===== src/hdl/bpr_pkg.sv =====
// Shared types and constants for the byte pattern replace unit.
// Used by bpr_cell and byte_pattern_replace_unit; no dependencies.
package bpr_pkg;

  // Configuration register indexes (byte address is 8 times the index).
  localparam logic [2:0] REG_PATTERN_BYTES      = 3'd0;
  localparam logic [2:0] REG_PATTERN_LENGTH     = 3'd1;
  localparam logic [2:0] REG_REPLACEMENT_BYTES  = 3'd2;
  localparam logic [2:0] REG_REPLACEMENT_LENGTH = 3'd3;
  localparam logic [2:0] REG_CASE_SENSITIVE     = 3'd4;

  // Compare source of a window cell.
  localparam logic [1:0] SEL_OWN      = 2'd0;
  localparam logic [1:0] SEL_NEIGHBOR = 2'd1;
  localparam logic [1:0] SEL_INPUT    = 2'd2;

  typedef struct packed {
    logic       load;   // take the incoming text byte
    logic       shift;  // take the byte of the next cell up
    logic [1:0] sel;    // which byte is compared against the pattern
  } bpr_cell_ctrl_t;

  function automatic logic [7:0] upcase(input logic [7:0] c);
    logic [7:0] r;
    r = c;
    if (c >= 8'h61 && c <= 8'h7a) begin
      r = c - 8'h20;
    end
    return r;
  endfunction

endpackage


===== src/hdl/bpr_cell.sv =====
// One window cell: holds a text byte, shifts toward the output end and
// compares a selected byte against its pattern byte. Depends on bpr_pkg.
module bpr_cell (
  input  logic                    clk,
  input  bpr_pkg::bpr_cell_ctrl_t ctrl,
  input  logic [7:0]              in_byte,
  input  logic [7:0]              neighbor_byte,
  input  logic [7:0]              pat_byte,
  input  logic                    fold,
  output logic [7:0]              cur_byte,
  output logic                    eq
);
  import bpr_pkg::*;

  logic [7:0] data;
  logic [7:0] cand;

  always_ff @(posedge clk) begin
    if (ctrl.load) begin
      data <= in_byte;
    end else if (ctrl.shift) begin
      data <= neighbor_byte;
    end
  end

  always_comb begin
    case (ctrl.sel)
      SEL_OWN:      cand = data;
      SEL_NEIGHBOR: cand = neighbor_byte;
      SEL_INPUT:    cand = in_byte;
      default:      cand = data;
    endcase
  end

  assign eq       = fold ? (upcase(cand) == upcase(pat_byte)) : (cand == pat_byte);
  assign cur_byte = data;

endmodule


===== src/hdl/byte_pattern_replace_unit.sv =====
// Byte pattern replace unit: a row of window cells, a small sequencer and an output beat register.
// An accepted input beat is held in a pending register; result beats are registered in the
// output beat register. Throughput is one byte per cycle unless the input beat is held: by a
// waiting output beat with m_tready low where a beat must be emitted, by further replacement
// bytes after a match, by the window draining after a last beat, or by surplus bytes popping.
// Reset (rst, synchronous) empties the window and the output and restores register defaults.
module byte_pattern_replace_unit #(
  parameter int PATTERN_MAX = 8,
  parameter int REPLACE_MAX = 8
) (
  input  logic        clk,
  input  logic        rst,
  // text input
  input  logic        s_tvalid,
  output logic        s_tready,
  input  logic [7:0]  s_tdata,   // [7:0] in_byte
  input  logic        s_tlast,   // in_last
  // result output
  output logic        m_tvalid,
  input  logic        m_tready,
  output logic [7:0]  m_tdata,   // [7:0] out_byte
  output logic [1:0]  m_tuser,   // [0] out_valid, [1] replaced_any
  output logic        m_tlast,   // out_last
  // configuration
  input  logic        psel,
  input  logic        penable,
  input  logic        pwrite,
  input  logic [5:0]  paddr,
  input  logic [63:0] pwdata,
  output logic [63:0] prdata,
  output logic        pready
);
  import bpr_pkg::*;

  localparam int FW  = $clog2(PATTERN_MAX + 1);
  localparam int RW  = $clog2(REPLACE_MAX + 1);
  localparam int RIW = (REPLACE_MAX > 1) ? $clog2(REPLACE_MAX) : 1;

  localparam logic [1:0] PH_MAIN  = 2'd0;
  localparam logic [1:0] PH_REP   = 2'd1;
  localparam logic [1:0] PH_FLUSH = 2'd2;

  // Configuration registers
  logic [63:0] pattern_bytes;
  logic [3:0]  pattern_length;
  logic [63:0] replacement_bytes;
  logic [3:0]  replacement_length;
  logic        case_sensitive;

  logic [2:0] reg_idx;
  assign reg_idx = paddr[5:3];
  assign pready  = 1'b1;

  always_ff @(posedge clk) begin
    if (rst) begin
      pattern_bytes      <= '0;
      pattern_length     <= 4'd1;
      replacement_bytes  <= '0;
      replacement_length <= '0;
      case_sensitive     <= 1'b1;
    end else if (psel && penable && pwrite && pready) begin
      case (reg_idx)
        REG_PATTERN_BYTES:      pattern_bytes      <= pwdata;
        REG_PATTERN_LENGTH:     pattern_length     <= pwdata[3:0];
        REG_REPLACEMENT_BYTES:  replacement_bytes  <= pwdata;
        REG_REPLACEMENT_LENGTH: replacement_length <= pwdata[3:0];
        REG_CASE_SENSITIVE:     case_sensitive     <= pwdata[0];
        default: ;
      endcase
    end
  end

  always_comb begin
    case (reg_idx)
      REG_PATTERN_BYTES:      prdata = pattern_bytes;
      REG_PATTERN_LENGTH:     prdata = {60'd0, pattern_length};
      REG_REPLACEMENT_BYTES:  prdata = replacement_bytes;
      REG_REPLACEMENT_LENGTH: prdata = {60'd0, replacement_length};
      REG_CASE_SENSITIVE:     prdata = {63'd0, case_sensitive};
      default:                prdata = '0;
    endcase
  end

  // Effective lengths after clamping
  logic [FW-1:0] plen;
  logic [RW-1:0] rlen;

  always_comb begin
    if (pattern_length == 4'd0) begin
      plen = FW'(1);
    end else if (pattern_length > 4'(PATTERN_MAX)) begin
      plen = FW'(PATTERN_MAX);
    end else begin
      plen = pattern_length[FW-1:0];
    end
    if (replacement_length > 4'(REPLACE_MAX)) begin
      rlen = RW'(REPLACE_MAX);
    end else begin
      rlen = replacement_length[RW-1:0];
    end
  end

  logic [7:0] rep_byte [REPLACE_MAX];
  for (genvar j = 0; j < REPLACE_MAX; j++) begin : g_rep
    assign rep_byte[j] = replacement_bytes[8*j +: 8];
  end

  // Control state
  logic          pend_valid;
  logic [7:0]    pend_byte;
  logic          pend_last;
  logic [1:0]    phase;
  logic [1:0]    phase_next;
  logic [FW-1:0] fill;
  logic [FW-1:0] fill_next;
  logic          match_seen;
  logic          match_seen_next;
  logic [RIW-1:0] rcnt;
  logic [RIW-1:0] rcnt_next;

  // Output beat register
  logic       o_valid;
  logic [7:0] o_byte;
  logic       o_flag;
  logic       o_last;
  logic       o_rany;

  // Window cell row
  bpr_cell_ctrl_t   ctrl [PATTERN_MAX];
  logic [7:0]       win  [PATTERN_MAX];
  logic [PATTERN_MAX-1:0] eq;
  logic [PATTERN_MAX-1:0] in_pat;

  for (genvar i = 0; i < PATTERN_MAX; i++) begin : g_cell
    logic [7:0] nb;
    if (i == PATTERN_MAX - 1) begin : g_end
      assign nb = 8'd0;
    end else begin : g_mid
      assign nb = win[i+1];
    end
    assign in_pat[i] = (FW'(i) < plen);
    bpr_cell u_cell (
      .clk           (clk),
      .ctrl          (ctrl[i]),
      .in_byte       (pend_byte),
      .neighbor_byte (nb),
      .pat_byte      (pattern_bytes[8*i +: 8]),
      .fold          (!case_sensitive),
      .cur_byte      (win[i]),
      .eq            (eq[i])
    );
  end

  logic match_all;
  assign match_all = &(eq | ~in_pat);

  logic       slot_free;
  logic       emit;
  logic       done;
  logic [7:0] e_byte;
  logic       e_flag;
  logic       e_last;
  logic       e_rany;
  logic       prepop;

  assign slot_free = !o_valid || m_tready;
  assign prepop    = (fill >= plen);

  always_comb begin
    emit            = 1'b0;
    done            = 1'b0;
    e_byte          = 8'd0;
    e_flag          = 1'b1;
    e_last          = 1'b0;
    e_rany          = 1'b0;
    phase_next      = phase;
    fill_next       = fill;
    match_seen_next = match_seen;
    rcnt_next       = rcnt;
    for (int i = 0; i < PATTERN_MAX; i++) begin
      ctrl[i].load  = 1'b0;
      ctrl[i].shift = 1'b0;
      // Before a surplus pop, compare the window as it will stand after the pop and the push.
      if (prepop) begin
        ctrl[i].sel = (FW'(i + 1) < plen) ? SEL_NEIGHBOR : SEL_INPUT;
      end else begin
        ctrl[i].sel = (FW'(i) < fill) ? SEL_OWN : SEL_INPUT;
      end
    end

    if (pend_valid) begin
      case (phase)
        PH_MAIN: begin
          if (prepop) begin
            if (slot_free) begin
              emit   = 1'b1;
              e_byte = win[0];
              // The last surplus pop is final when the pushed byte completes a match that
              // emits nothing.
              if ((fill == plen) && pend_last && match_all && (rlen == '0)) begin
                e_last          = 1'b1;
                e_rany          = 1'b1;
                done            = 1'b1;
                fill_next       = '0;
                match_seen_next = 1'b0;
              end else begin
                fill_next = fill - FW'(1);
              end
              for (int i = 0; i < PATTERN_MAX; i++) begin
                ctrl[i].shift = 1'b1;
              end
            end
          end else if (((fill + FW'(1)) == plen) && match_all) begin
            if (rlen == '0) begin
              if (!pend_last) begin
                done            = 1'b1;
                fill_next       = '0;
                match_seen_next = 1'b1;
              end else if (slot_free) begin
                emit            = 1'b1;
                e_flag          = 1'b0;
                e_last          = 1'b1;
                e_rany          = 1'b1;
                done            = 1'b1;
                fill_next       = '0;
                match_seen_next = 1'b0;
              end
            end else if (slot_free) begin
              emit            = 1'b1;
              e_byte          = rep_byte[0];
              fill_next       = '0;
              match_seen_next = 1'b1;
              if (rlen == RW'(1)) begin
                done = 1'b1;
                if (pend_last) begin
                  e_last          = 1'b1;
                  e_rany          = 1'b1;
                  match_seen_next = 1'b0;
                end
              end else begin
                phase_next = PH_REP;
                rcnt_next  = RIW'(1);
              end
            end
          end else if ((fill + FW'(1)) == plen) begin
            if (slot_free) begin
              emit   = 1'b1;
              e_byte = (fill == '0) ? pend_byte : win[0];
              for (int i = 0; i < PATTERN_MAX; i++) begin
                ctrl[i].shift = (FW'(i + 1) < fill);
                ctrl[i].load  = (FW'(i + 1) == fill);
              end
              if (fill == '0) begin
                done = 1'b1;
                if (pend_last) begin
                  e_last          = 1'b1;
                  e_rany          = match_seen;
                  match_seen_next = 1'b0;
                end
              end else if (pend_last) begin
                phase_next = PH_FLUSH;
              end else begin
                done = 1'b1;
              end
            end
          end else begin
            for (int i = 0; i < PATTERN_MAX; i++) begin
              ctrl[i].load = (FW'(i) == fill);
            end
            fill_next = fill + FW'(1);
            if (pend_last) begin
              phase_next = PH_FLUSH;
            end else begin
              done = 1'b1;
            end
          end
        end
        PH_REP: begin
          if (slot_free) begin
            emit      = 1'b1;
            e_byte    = rep_byte[rcnt];
            rcnt_next = rcnt + RIW'(1);
            if ((RW'(rcnt) + RW'(1)) == rlen) begin
              done       = 1'b1;
              phase_next = PH_MAIN;
              if (pend_last) begin
                e_last          = 1'b1;
                e_rany          = 1'b1;
                match_seen_next = 1'b0;
              end
            end
          end
        end
        PH_FLUSH: begin
          if (slot_free) begin
            emit      = 1'b1;
            e_byte    = win[0];
            fill_next = fill - FW'(1);
            for (int i = 0; i < PATTERN_MAX; i++) begin
              ctrl[i].shift = 1'b1;
            end
            if (fill == FW'(1)) begin
              done            = 1'b1;
              phase_next      = PH_MAIN;
              e_last          = 1'b1;
              e_rany          = match_seen;
              match_seen_next = 1'b0;
            end
          end
        end
        default: begin
          phase_next = PH_MAIN;
        end
      endcase
    end
  end

  assign s_tready = !pend_valid || done;

  always_ff @(posedge clk) begin
    if (rst) begin
      pend_valid <= 1'b0;
      phase      <= PH_MAIN;
      fill       <= '0;
      match_seen <= 1'b0;
      rcnt       <= '0;
      o_valid    <= 1'b0;
    end else begin
      phase      <= phase_next;
      fill       <= fill_next;
      match_seen <= match_seen_next;
      rcnt       <= rcnt_next;
      if (s_tvalid && s_tready) begin
        pend_valid <= 1'b1;
      end else if (done) begin
        pend_valid <= 1'b0;
      end
      if (emit) begin
        o_valid <= 1'b1;
      end else if (m_tready) begin
        o_valid <= 1'b0;
      end
    end
  end

  always_ff @(posedge clk) begin
    if (s_tvalid && s_tready) begin
      pend_byte <= s_tdata;
      pend_last <= s_tlast;
    end
    if (emit) begin
      o_byte <= e_byte;
      o_flag <= e_flag;
      o_last <= e_last;
      o_rany <= e_rany;
    end
  end

  assign m_tvalid = o_valid;
  assign m_tdata  = o_byte;
  assign m_tuser  = {o_rany, o_flag};
  assign m_tlast  = o_last;

  // The window never holds more bytes than it has cells.
  a_fill_range: assert property (@(posedge clk) disable iff (rst)
    fill <= FW'(PATTERN_MAX))
    else $error("window fill beyond cell count");

  // Replacement and flush phases always work on a held input beat.
  a_phase_pend: assert property (@(posedge clk) disable iff (rst)
    (phase != PH_MAIN) |-> pend_valid)
    else $error("sequencer busy without an input beat");

  // A flush always has at least one byte left to send.
  a_flush_fill: assert property (@(posedge clk) disable iff (rst)
    (phase == PH_FLUSH) |-> (fill != '0))
    else $error("flush with an empty window");

  // An empty closing beat only follows a deleting match, so it reports a replacement.
  a_empty_flag: assert property (@(posedge clk) disable iff (rst)
    (m_tvalid && m_tlast && !m_tuser[0]) |-> m_tuser[1])
    else $error("empty closing beat without replacement flag");

endmodule


===== config.mk =====
export PLATFORM = sky130hd
export DESIGN_NAME = byte_pattern_replace_unit
export DESIGN_NICKNAME = d
export VERILOG_FILES = /design/src/hdl/bpr_pkg.sv /design/src/hdl/bpr_cell.sv /design/src/hdl/byte_pattern_replace_unit.sv
export SDC_FILE = /design/constraint.sdc
export NUM_CORES = 1
export LEC_CHECK = 0
export BUFFER_PORTS_ARGS = -buffer_cell sky130_fd_sc_hd__buf_2
export CORE_ASPECT_RATIO = 0.75
export CORE_MARGIN = 2
export CORE_UTILIZATION = 45
export CTS_CLUSTER_SIZE = 8
export DETAILED_ROUTE_END_ITERATION = 10
export PLACE_DENSITY_LB_ADDON = 0.25
export REMOVE_ABC_BUFFERS = 1
export SKIP_CTS_REPAIR_TIMING = 1
export SLEW_MARGIN = 40
export SYNTH_ARGS = -nofsm -noshare
export SYNTH_HDL_FRONTEND = slang
export SYNTH_SLANG_ARGS = --single-unit

===== constraint.sdc =====
create_clock -name clk -period 13.2 [get_ports clk]
set_input_delay 3.3 -clock clk [delete_from_list [all_inputs] [get_ports clk]]
set_output_delay 3.3 -clock clk [all_outputs]
set_load 0.01 [all_outputs]

# == Word-level counts from Yosys, hierarchy flattened ==
# Cells that the tools add are included.
# classes
add_sub_neg,20
n_reduce_logical,57
n_bitwise,8
muxes,262
n_lt_le_gt_ge,54
n_eq_ne,73
# ops
op,n
8-bit two-way mux,43
64-bit one-hot mux with 5 select lines,1
8-bit == test,16
8-bit by 7-bit >= comparator with 1-bit output (second input constant),16
8-bit by 7-bit <= comparator with 1-bit output (second input constant),16
8-bit one-hot mux with 2 select lines,8
8-bit by 6-bit subtractor with 8-bit output (second input constant),16
2-bit two-way mux,61
1-bit two-way mux,113
4-bit two-way mux,12
3-bit by 4-bit < comparator with 1-bit output (first input constant),8
4-bit inequality test (second input constant),7
8-bit binary-select mux with 3-bit select,1
8-bit one-hot mux with 3 select lines,1
2-bit nonzero test,12
1-bit logical AND,23
2-bit by 1-bit == test with 1-bit output (second input constant),9
2-bit == test (second input constant),9
3-bit two-way mux,6
2-bit inequality test (second input constant),9
3-bit inequality test (second input constant),6
1-bit one-hot mux with 2 select lines,9
3-bit by 4-bit == test with 1-bit output (first input constant),4
1-bit by 4-bit < comparator with 1-bit output (first input constant),4
38 further kinds,64
# totals
output_inout_bits,78
reg_bits,233
in_bits,86
word_cells,499

# == Longest topological paths before layout ==
# Gate-level depths: netlist of the first run.
# logic_depth
word_depth,25
depth_mapped,26
ltp_nobuf,23

# == Cells and area by module ==
# From an unflattened synthesis of the first run, not the netlist that was laid out.
# unflattened
hier_cells,1911
hier_area_um2,16370.7
# modules_own_cells
mod,seq_area_each_um2,area_per_inst_um2,cells_per_inst,instances
byte_pattern_replace_unit,3583.4,9163.8,1175,1
bpr_cell,240.2,900.9,92,8

# == Worst setup path after synthesis of the first run ==
# OpenSTA, ideal clock, no wires.
# synth_timing
path_type,flip-flop to output port
start,reg pattern_length[3]
end,out s_tready
n_path_buf,3
setup_slack_ps,4820
required_ps,9900
stages_incl_launch_ff,25
t_arrival_ps,5080
path_cell_list,dfxtp_1 -> buf_4 -> buf_2 -> nor2_1 -> ha_1 -> nor2b_1 -> o21a_2 -> nor2_2 -> buf_2 -> mux2i_1 -> inv_1 -> ha_1 -> xor2_1 -> xnor2_1 -> or3_1 -> a21oi_1 -> o21ai_1 -> a2111o_1 -> a21oi_1 -> o21a_2 -> nand4_4 -> a2111oi_0 -> a31oi_1 -> a31oi_1 -> o21ai_0
# synth_via
elab_chain_len,23
word_cells_on_any_way,135
cone_classes,add/sub: 8; order compare: 27; eq/ne: 34; mux: 49; bitwise: 2; reduce/logical: 15
# synth_rtl
element,line,source
start: declaration,byte_pattern_replace_unit.sv:45,logic [3:0] pattern_length;
start signal: assignment,byte_pattern_replace_unit.sv:64,REG_PATTERN_LENGTH: pattern_length <= pwdata[3:0];
4-bit > comparator,byte_pattern_replace_unit.sv:91,end else if (pattern_length > 4'(PATTERN_MAX)) begin
4-bit two-way mux,byte_pattern_replace_unit.sv:91,
4-bit two-way mux *,byte_pattern_replace_unit.sv:89,if (pattern_length == 4'd0) begin
"1-bit by 4-bit < comparator with 1-bit output, or another cell as far along","byte_pattern_replace_unit.sv:141, byte_pattern_replace_unit.sv:185",
2-bit two-way mux,byte_pattern_replace_unit.sv:185,ctrl[i].sel = (FW'(i + 1) < plen) ? SEL_NEIGHBOR : SEL_INPUT;
2-bit two-way mux,byte_pattern_replace_unit.sv:184,if (prepop) begin
2-bit == test / 2-bit by 1-bit == test with 1-bit output (equally long branches),bpr_cell.sv:27,case (ctrl.sel)
8-bit one-hot mux with 2 select lines,bpr_cell.sv:27,
[6 not listed],-,
8-bit AND reduction,byte_pattern_replace_unit.sv:155,assign match_all = &(eq | ~in_pat);
1-bit logical AND (2 in series),byte_pattern_replace_unit.sv:200,if ((fill == plen) && pend_last && match_all && (rlen == '0)) begin
1-bit two-way mux,byte_pattern_replace_unit.sv:200,
1-bit two-way mux,byte_pattern_replace_unit.sv:195,if (slot_free) begin
1-bit two-way mux *,byte_pattern_replace_unit.sv:194,if (prepop) begin
1-bit one-hot mux with 3 select lines *,byte_pattern_replace_unit.sv:192,case (phase)
1-bit two-way mux *,byte_pattern_replace_unit.sv:191,if (pend_valid) begin
1-bit logical OR *,byte_pattern_replace_unit.sv:318,assign s_tready = !pend_valid || done;
end: declaration,byte_pattern_replace_unit.sv:15,"output logic s_tready,"
# Every way passes the cells marked *; elsewhere a longest branch is shown, timed or not.

# == Worst setup path in the final report of the first run ==
# layout_timing
start,reg pattern_length[2]
end,out s_tready
# Same word-level chain as after synthesis.

==> results.md, run 1 <==
- The required time of the critical path is 9900 ps.
- After the first detailed-routing iteration, the DRC count stood at between 1,500 and 2,000.
- The worst hold path begins at replacement_bytes[18].
- The count of nets left with antenna violations once routing finished came out at 0.
- The startpoint-to-endpoint class of the critical path is register to output port.
- The wire length per cell after detailed routing is 22.4 um.
- The post-synthesis cell area is roughly 17,000 um2.
- The leakage power summed over all cells is between 7 and 8 nW.
- The I/O pin count is ~160.
- The transition time at the pin with the least slew margin is between 800 and 900 ps.
- The multi-input combinational cells in the finished layout cover a total of approximately 11,000 um2.
- The number of nets in the layout is about 2,200.
- By instance count, the leading cell after synthesis is nand2_1.
- Once detailed placement completed, the half-perimeter wirelength came to between 40,000 and 50,000 um.
- The global-route wire length before repair is between 80,000 and 90,000 um.
- By count the netlist is led by nand2_1, a21oi_1, dfxtp_1, mux2i_1, clkbuf_1.
- TritonCTS created 35 clock buffers.
- The synthesized area per cell is 8.51 um2.
- Counting every instance in the synthesized netlist gives about 2,000.
- The weighted congestion reported at the end of routability-driven placement is 0.941.
- The relative max-transition margin is 0.451.
- Entering global routing, the biggest net connects 65 pins.
- The total overflow left after global routing is 0.
- The synthesized design spends more area on one cell type than any other, namely dfxtp_1.
- The share of total power dissipated in sequential elements is 0.224.
- For the final database, setup skew stands at around 13 ps.
- For this run, the leading register cell type out of synthesis is dfxtp_1.
- The CTS tree is built.
- Setup repair after global routing left no endpoint under its margin.
- The number of max-cap violations is 0.
- The reg-to-reg setup timing slack is 6090 ps.
- The routed layout has approximately 16,000 vias.
- The internal power component is 2.29 mW.
- The die span in x is approximately 230 um.
- The total track usage is 0.283.
- For met1 alone, demand over resource in global routing was 0.399.
- The highest clock rate is between 90 and 100 MHz.
- The switching power as a share of total power is 0.461.
- The total die area is between 30,000 and 40,000 um2.
- The final wirelength is about 58,000 um.
- The final clock period utilization by the worst path is 0.786.
- The floorplan die height is roughly 170 um.
- The row count is a little over 60.
- By area the synthesized netlist is led by dfxtp_1, edfxtp_1, nand2_1, mux2i_1, a21oi_1.
- The relative contribution of the clock network to total power is 0.196.
- In the global route stage, met2 resource usage came out at 0.441.
- The final sum of negative setup slack is 0 ps.
- The total area inside the core boundary comes to 37,300 um2.
- After filler insertion, the fill cell instance count of the layout stands at 3,479.
- The iteration count of the initial detailed-routing pass is 5.
- The worst setup path is launched from a register.
- The initial antenna violation count is 1.
- At the later pin of the worst-skew pair, clock insertion delay measures between 500 and 600 ps.
- The count of buffers added on input and output ports is 159.
- The highest-utilization routing layer at the global route stage is met2.
- The total count of hold-check failures in the final report came to 0.
- Counting flops with a built-in enable in the synthesized netlist gives between 80 and 90.
- In this run the critical register-to-register path is launched from pattern_length[2].
- In the synthesized netlist the async set-or-reset flop fraction comes to 0.
- The number of antenna diodes in the final layout is 0.
- The total number of clock tree sinks is 233.
- Of the post-synthesis cell area, the dominant cell type holds 0.174.
- Dividing the detail-routed via count by the number of cells gives between 6 and 7.
- Yosys mapped the design onto around 110 distinct sky130hd cell types.
- The count of pins over their slew limit was 0.
- The CTS clock-pin slew for the worst setup and hold paths is around 50 ps.
- Across the whole layout, storage elements account for between 5000 and 6000 um2.
- The timing startpoint of the critical path is pattern_length[2].
- For this configuration, the core starts out at a cell density of 0.460.
- In this run the power density over the cells is approximately 220 nW/um2.
- The flow ran to the end, and the final reports show no timing, DRC or antenna violations.
- CTS built an H-tree with a depth of 2.
- The post-synthesis register bit count is 233.
- Of the total power, combinational logic draws 0.579.
- The critical path endpoint category is an output port.
- The post-route minimum period is roughly 10,000 ps.
- For met3 alone, demand over resource in global routing was 0.0450.
- The layout overhead on the synthesized area is 11.7%.
- The class of the worst hold path is register to register.
- The arrival time of the worst setup path is just over 7000 ps.
- In the routed design, unresolved DRC markers number 0.
- The largest driver fanout on the critical path is 43.
- In the final layout, the share of cells above drive strength 1 is 0.181.
- The number of endpoints failing setup at the final stage is 0.
- The share of the yosys chip area belonging to registers is 0.321.
- The largest voltage drop on the vdd net is 0.195 mV.
- The utilization after layout is 0.513.
- Counting along the longest clock path gives a buffer depth of 3.
- The count of synthesis-stage warnings from yosys is 0.
- The buffer cell driving the clock tree root is clkbuf_16.
- The via count of the first global-routing pass is around 15,000.
- In this run the power spent charging and discharging nets is around 2.0 mW.
[layout make-up]
class / instances / share of cell area
Sequential cell: 233 / 0.287
Clock buffer: 46 / 0.0484
Multi-Input combinational cell: 1580 / 0.564
Inverter: 47 / 0.00921
Clock inverter: 4 / 0.00294
Timing Repair Buffer: 194 / 0.0554
Tap cell: 504 / 0.0329
[critical path, cell delays in order (launching register included)]
cell	delay (ps)
dfxtp_1	770
nor2_1	80
nor2_1	110
nor2_1	50
ha_1	360
nor2b_1	90
o21a_2	190
buf_4	280
nor2_4	600
mux2i_1	580
inv_1	120
ha_1	270
xor2_1	180
xnor2_1	140
or3_1	310
a21oi_1	150
o21ai_1	100
a2111o_1	450
a21oi_1	150
o21a_2	190
nand4_4	220
a2111oi_0	420
a31oi_1	80
a31oi_1	280
o21ai_0	170
buf_2	200
[routing by layer]
layer	routed length [um]	vias up
met1	25300	7876
met3	5210	131
met2	26300	796
li1	-	7516
met5	0	-
met4	1580	0
[power by group through the flow]
| stage | logic, mW | registers (mW) | clock network (mW) |
|---|---|---|---|
| 6_report | 2.47 | 0.955 | 0.835 |
| 5_1_grt | 2.66 | 0.961 | 0.877 |
| 4_1_cts | 2.41 | 0.952 | 0.844 |
| 3_5_place_dp | 2.39 | 0.965 | 0 |
| 3_3_place_gp | 2.35 | 0.963 | 0 |
| 2_1_floorplan | 1.72 | 0.975 | 0 |
[sequential cells by signal, indices dropped and copies added, names as in the netlist, 2 cells and up]
signal                  flops
replacement_length          4
replacement_bytes          64
pattern_length              4
m_tdata                     8
fill                        4
pend_byte                   8
g_cell.u_cell.cur_byte     64
phase                       2
rcnt                        3
pattern_bytes              64
[stage by stage]
stage,total power [mW],hold slack (ps),instance area [um2],cells,setup WS [ps]
floorplan,2.69,440,16400,1860,2450
global placement,3.31,454,18100,2558,3370
detailed placement,3.36,460,18200,2558,3530
CTS,4.20,467,19100,2608,2930
global route,4.50,488,19200,2608,2370
finish,4.26,470,19200,2608,2820
[placed cells by master, fill, tap and decap left out, types with 37 or more instances in the layout]
master	Yosys	final
nand3_1	45	45
mux2i_1	107	107
o21ai_0	58	58
xnor2_1	52	52
nand2_1	398	397
inv_1	44	44
a22o_1	62	62
nor2_1	81	80
mux2_4	47	47
buf_2	21	158
nor3_1	38	37
dfxtp_1	149	148
a21oi_1	186	185
edfxtp_1	84	84
[cells by family after synthesis]
| kind of cell | share of synthesized area |
|---|---|
| AND/OR/NAND/NOR | 0.202 |
| AO/OA/AOI/OAI | 0.208 |
| multiplexers | 0.147 |
| XOR/XNOR | 0.0456 |
| flip-flops | 0.321 |
| other | 0.000219 |
| buffers and inverters | 0.0542 |
| adder cells (fa/ha/maj) | 0.0219 |
[path summary, 6_finish.rpt]
path,to,depth (start not counted)
hold / removal,replacement_bytes[18],2
hold reg to reg,replacement_bytes[18],2
setup reg to reg,g_cell[5].u_cell.cur_byte[1],24
setup / recovery,s_tready,25
No activity file was read; power rests on OpenSTA's default activity.
==> run 2, diff against run 1 <==
==> constraint.sdc (replaced) <==
create_clock -name clk -period 8.6 [get_ports clk]
set_input_delay 2.15 -clock clk [delete_from_list [all_inputs] [get_ports clk]]
set_output_delay 2.15 -clock clk [all_outputs]
set_load 0.01 [all_outputs]
==> run 2 against run 1 <==
Against the previous run:
- hold slack lost 0.89 ps
- power increased by 53%
- clock skew rose by 5.7 ps
- global-route usage grew 0.099 points
- sequential power rose by 56%
- clock power rose by 49%
- sequential cell count is the same
- non-clock buffer count rose by 11
- worst setup slack got worse by 2400 ps
- via count up 0.36%
- final cell count is 0.27% higher
- utilization grew 0.070 points
==> results.md, run 2 (synthesis results as in run 1) <==
- The run finished with clean final reports.
- The relative max-transition margin was 0.447 (-0.00395).
- The antenna diode count is 0 (unchanged).
- The final wirelength is 59,000 um (+0.89%).
- The die span in x is 229 um (unchanged).
- The critical path is of the register to output port type.
- From synthesis to final layout, the design area changed by 11.8%.
- The initial core utilization is 0.460 (unchanged).
- The largest net degree at the start of global routing was 65 (unchanged).
- The via density per instance is 6.26 (about the same).
- The reg-to-reg setup timing slack is 2250 ps (-3840 ps).
- The library cell used most frequently in the layout, excluding fill and tap cells, is nand2_1.
- The post-route cell area is 19,200 um2 (+0.14%).
- The kind of launch point of the worst setup path is a register.
- The weighted congestion reported at the end of routability-driven placement is 0.951 (+1.1%).
- The required time of the critical path was 6450 ps (-3450 ps).
- The TritonCTS buffer count was 35 (unchanged).
- The largest voltage drop on the vdd net was 0.190 mV (-2.6%).
- The total die area was 39,700 um2 (unchanged).
- The portion of total power attributed to combinational logic is 0.581 (+0.002).
- In the layout the commonest cells are nand2_1, a21oi_1, buf_2.
- The wire length per cell after detailed routing was 22.6 um (+0.62%).
- The row count came to 61 (unchanged).
- The CTS clock-pin slew for the worst setup and hold paths is 50 ps (about the same).
- The final cell count without fillers is 2,615 (+0.27%).
- The via count of the first global-routing pass is 15,200 (-0.24%).
- The remaining antenna violation count after routing is 0 (unchanged).
- The power share of the sequential group is 0.228 (+0.004).
- The initial antenna violation count is 1 (unchanged).
- The cell area after placement came to 18,200 um2 (+0.38%).
- The final clock period utilization by the worst path is 0.950.
- For this design, the slowest cell found on the critical path is a2111oi_0.
- The leakage power summed over all cells is 7.31 nW (+0.48%).
- The setup skew after layout is 19.1 ps (+5.70 ps).
- The internal power component is 3.50 mW (+53%).
- The class of the worst hold path is register to register.
- The total track usage is 0.284 (+0.000992).
- Setup repair after global routing left no endpoint under its margin.
- The post-route minimum period is about 8200 ps.
- The total power density per cell area came to 340 nW/um2 (+53%).
- The relative contribution of the clock network to total power was 0.191 (-0.005).
- The count of H-tree levels built during CTS is 2 (unchanged).
- The number of I/O port buffers is 159 (unchanged).
- The HPWL after detailed placement is 41,900 um (+1.6%).
- The worst hold-check slack is 469 ps (-0.888 ps).
- The net switching power is 3.03 mW (+54%).
- The total number of clock tree sinks is 233 (unchanged).
- Derived from the worst setup path, the maximum achievable clock frequency is ~120 MHz.
- The transition time at the pin with the least slew margin came to 830 ps (+14.5 ps).
- The critical path endpoint category is an output port.
- The switching power as a share of total power is 0.464 (+0.00275).
- Walking the worst path, the cells encountered are inv_2 > nand2_1 > ha_1 > o21ai_1 > nor2b_2 > buf_4 > nor2_2 > mux2i_2 > inv_1 > ha_1 > xor2_1 > xnor2_1 > or3_1 > a21oi_1 > o21ai_1 > a2111o_1 > a21oi_1 > o21a_2 > nand4_4 > a2111oi_0 > a31oi_1 > a31oi_1 > o21ai_0 > buf_2.
- The total count of hold-check failures in the final report is 0 (unchanged).
- The number of nets in the layout is 2,218 (+0.50%).
- The global route total overflow is 0 (unchanged).
- The number of endpoints failing setup at the final stage is 0 (unchanged).
- The iteration count of the initial detailed-routing pass is 6 (+1).
- The global-route wire length before repair is 89,000 um (about the same).
- The clock latency of the later-clocked register in the worst-skew pair is 530 ps (about the same).
- The core outline area was 37,300 um2 (unchanged).
- The I/O pin count is 164 (unchanged).
- The instance count after placement with tap cells included is 2,569 (+0.43%).
- The buffer cell driving the clock tree root is clkbuf_16.
- The utilization after layout is 0.514 (+0.000704).
- The floorplan die height was 173 um (unchanged).
- The highest cell delay on the worst timing path is 460 ps (-310 ps).
- The maximum buffer depth of the clock tree is 3 (unchanged).
- The CTS tree is built.
- The fraction of final layout cells sized beyond drive strength 1 is 0.184 (+0.00319).
- The number of max-cap violations is 0 (unchanged).
- The post-route DRC violation count came to 0 (unchanged).
- The arrival time of the worst setup path is 6020 ps (-1060 ps).
- The largest driver fanout on the critical path was 22 (-49%).
- The vias after detailed routing came to 16,400 (+0.36%).
- The number of violations reported at the end of detailed-routing iteration 0 came to 1,643 (-6.0%).
- The count of pins over their slew limit is 0 (unchanged).
- The total power came to 6.53 mW (+53%).
[run 2: through the flow]
step | TNS (ps) | worst slack [ps]
after floorplan | -378 | -378
after global placement | 0 | 1160
after detailed placement | 0 | 989
after CTS | 0 | 414
after global routing | 0 | 62.5
final | 0 | 426
[run 2: final timing paths]
path | start | endpoint | cells after the start
max | pattern_length[3] | s_tready | 24
min reg2reg | replacement_bytes[20] | replacement_bytes[20] | 2
min | replacement_bytes[20] | replacement_bytes[20] | 2
max reg2reg | pattern_length[0] | g_cell[6].u_cell.cur_byte[4] | 23
[run 2: power groups by stage]
stage,clock network [mW],registers (mW),logic (mW)
2_1_floorplan,0,1.50,2.64
3_3_place_gp,0,1.50,3.61
3_5_place_dp,0,1.51,3.69
4_1_cts,1.26,1.49,3.71
5_1_grt,1.31,1.50,4.09
6_report,1.24,1.49,3.80
[run 2: critical path, delay by kind of cell (launching register included)]
family / cells / cell delay [ps]
mux: 1 / 360
flops: 1 / 320
xor+xnor: 2 / 330
simple gates: 5 / 990
fa+ha+maj: 2 / 580
buf+inv: 4 / 860
compound gates: 10 / 2060
[run 2: layer usage]
layer  part of all wire  vias up  global-route usage
met4              0.024        0              0.0779
li1                   -     7536                   -
met2               0.45      809               0.450
met1               0.43     7920               0.399
met3              0.090      112              0.0462
met5                  0        -                   0
[run 2: final cells by class]
type                            instances  area, um2
Clock inverter                          4       31.3
Sequential cell                       233       5510
Multi-Input combinational cell       1580      10800
Fill cell                            3528      18100
Tap cell                              504        631
Clock buffer                           42        912
Inverter                               47        176
Timing Repair Buffer                  205       1140
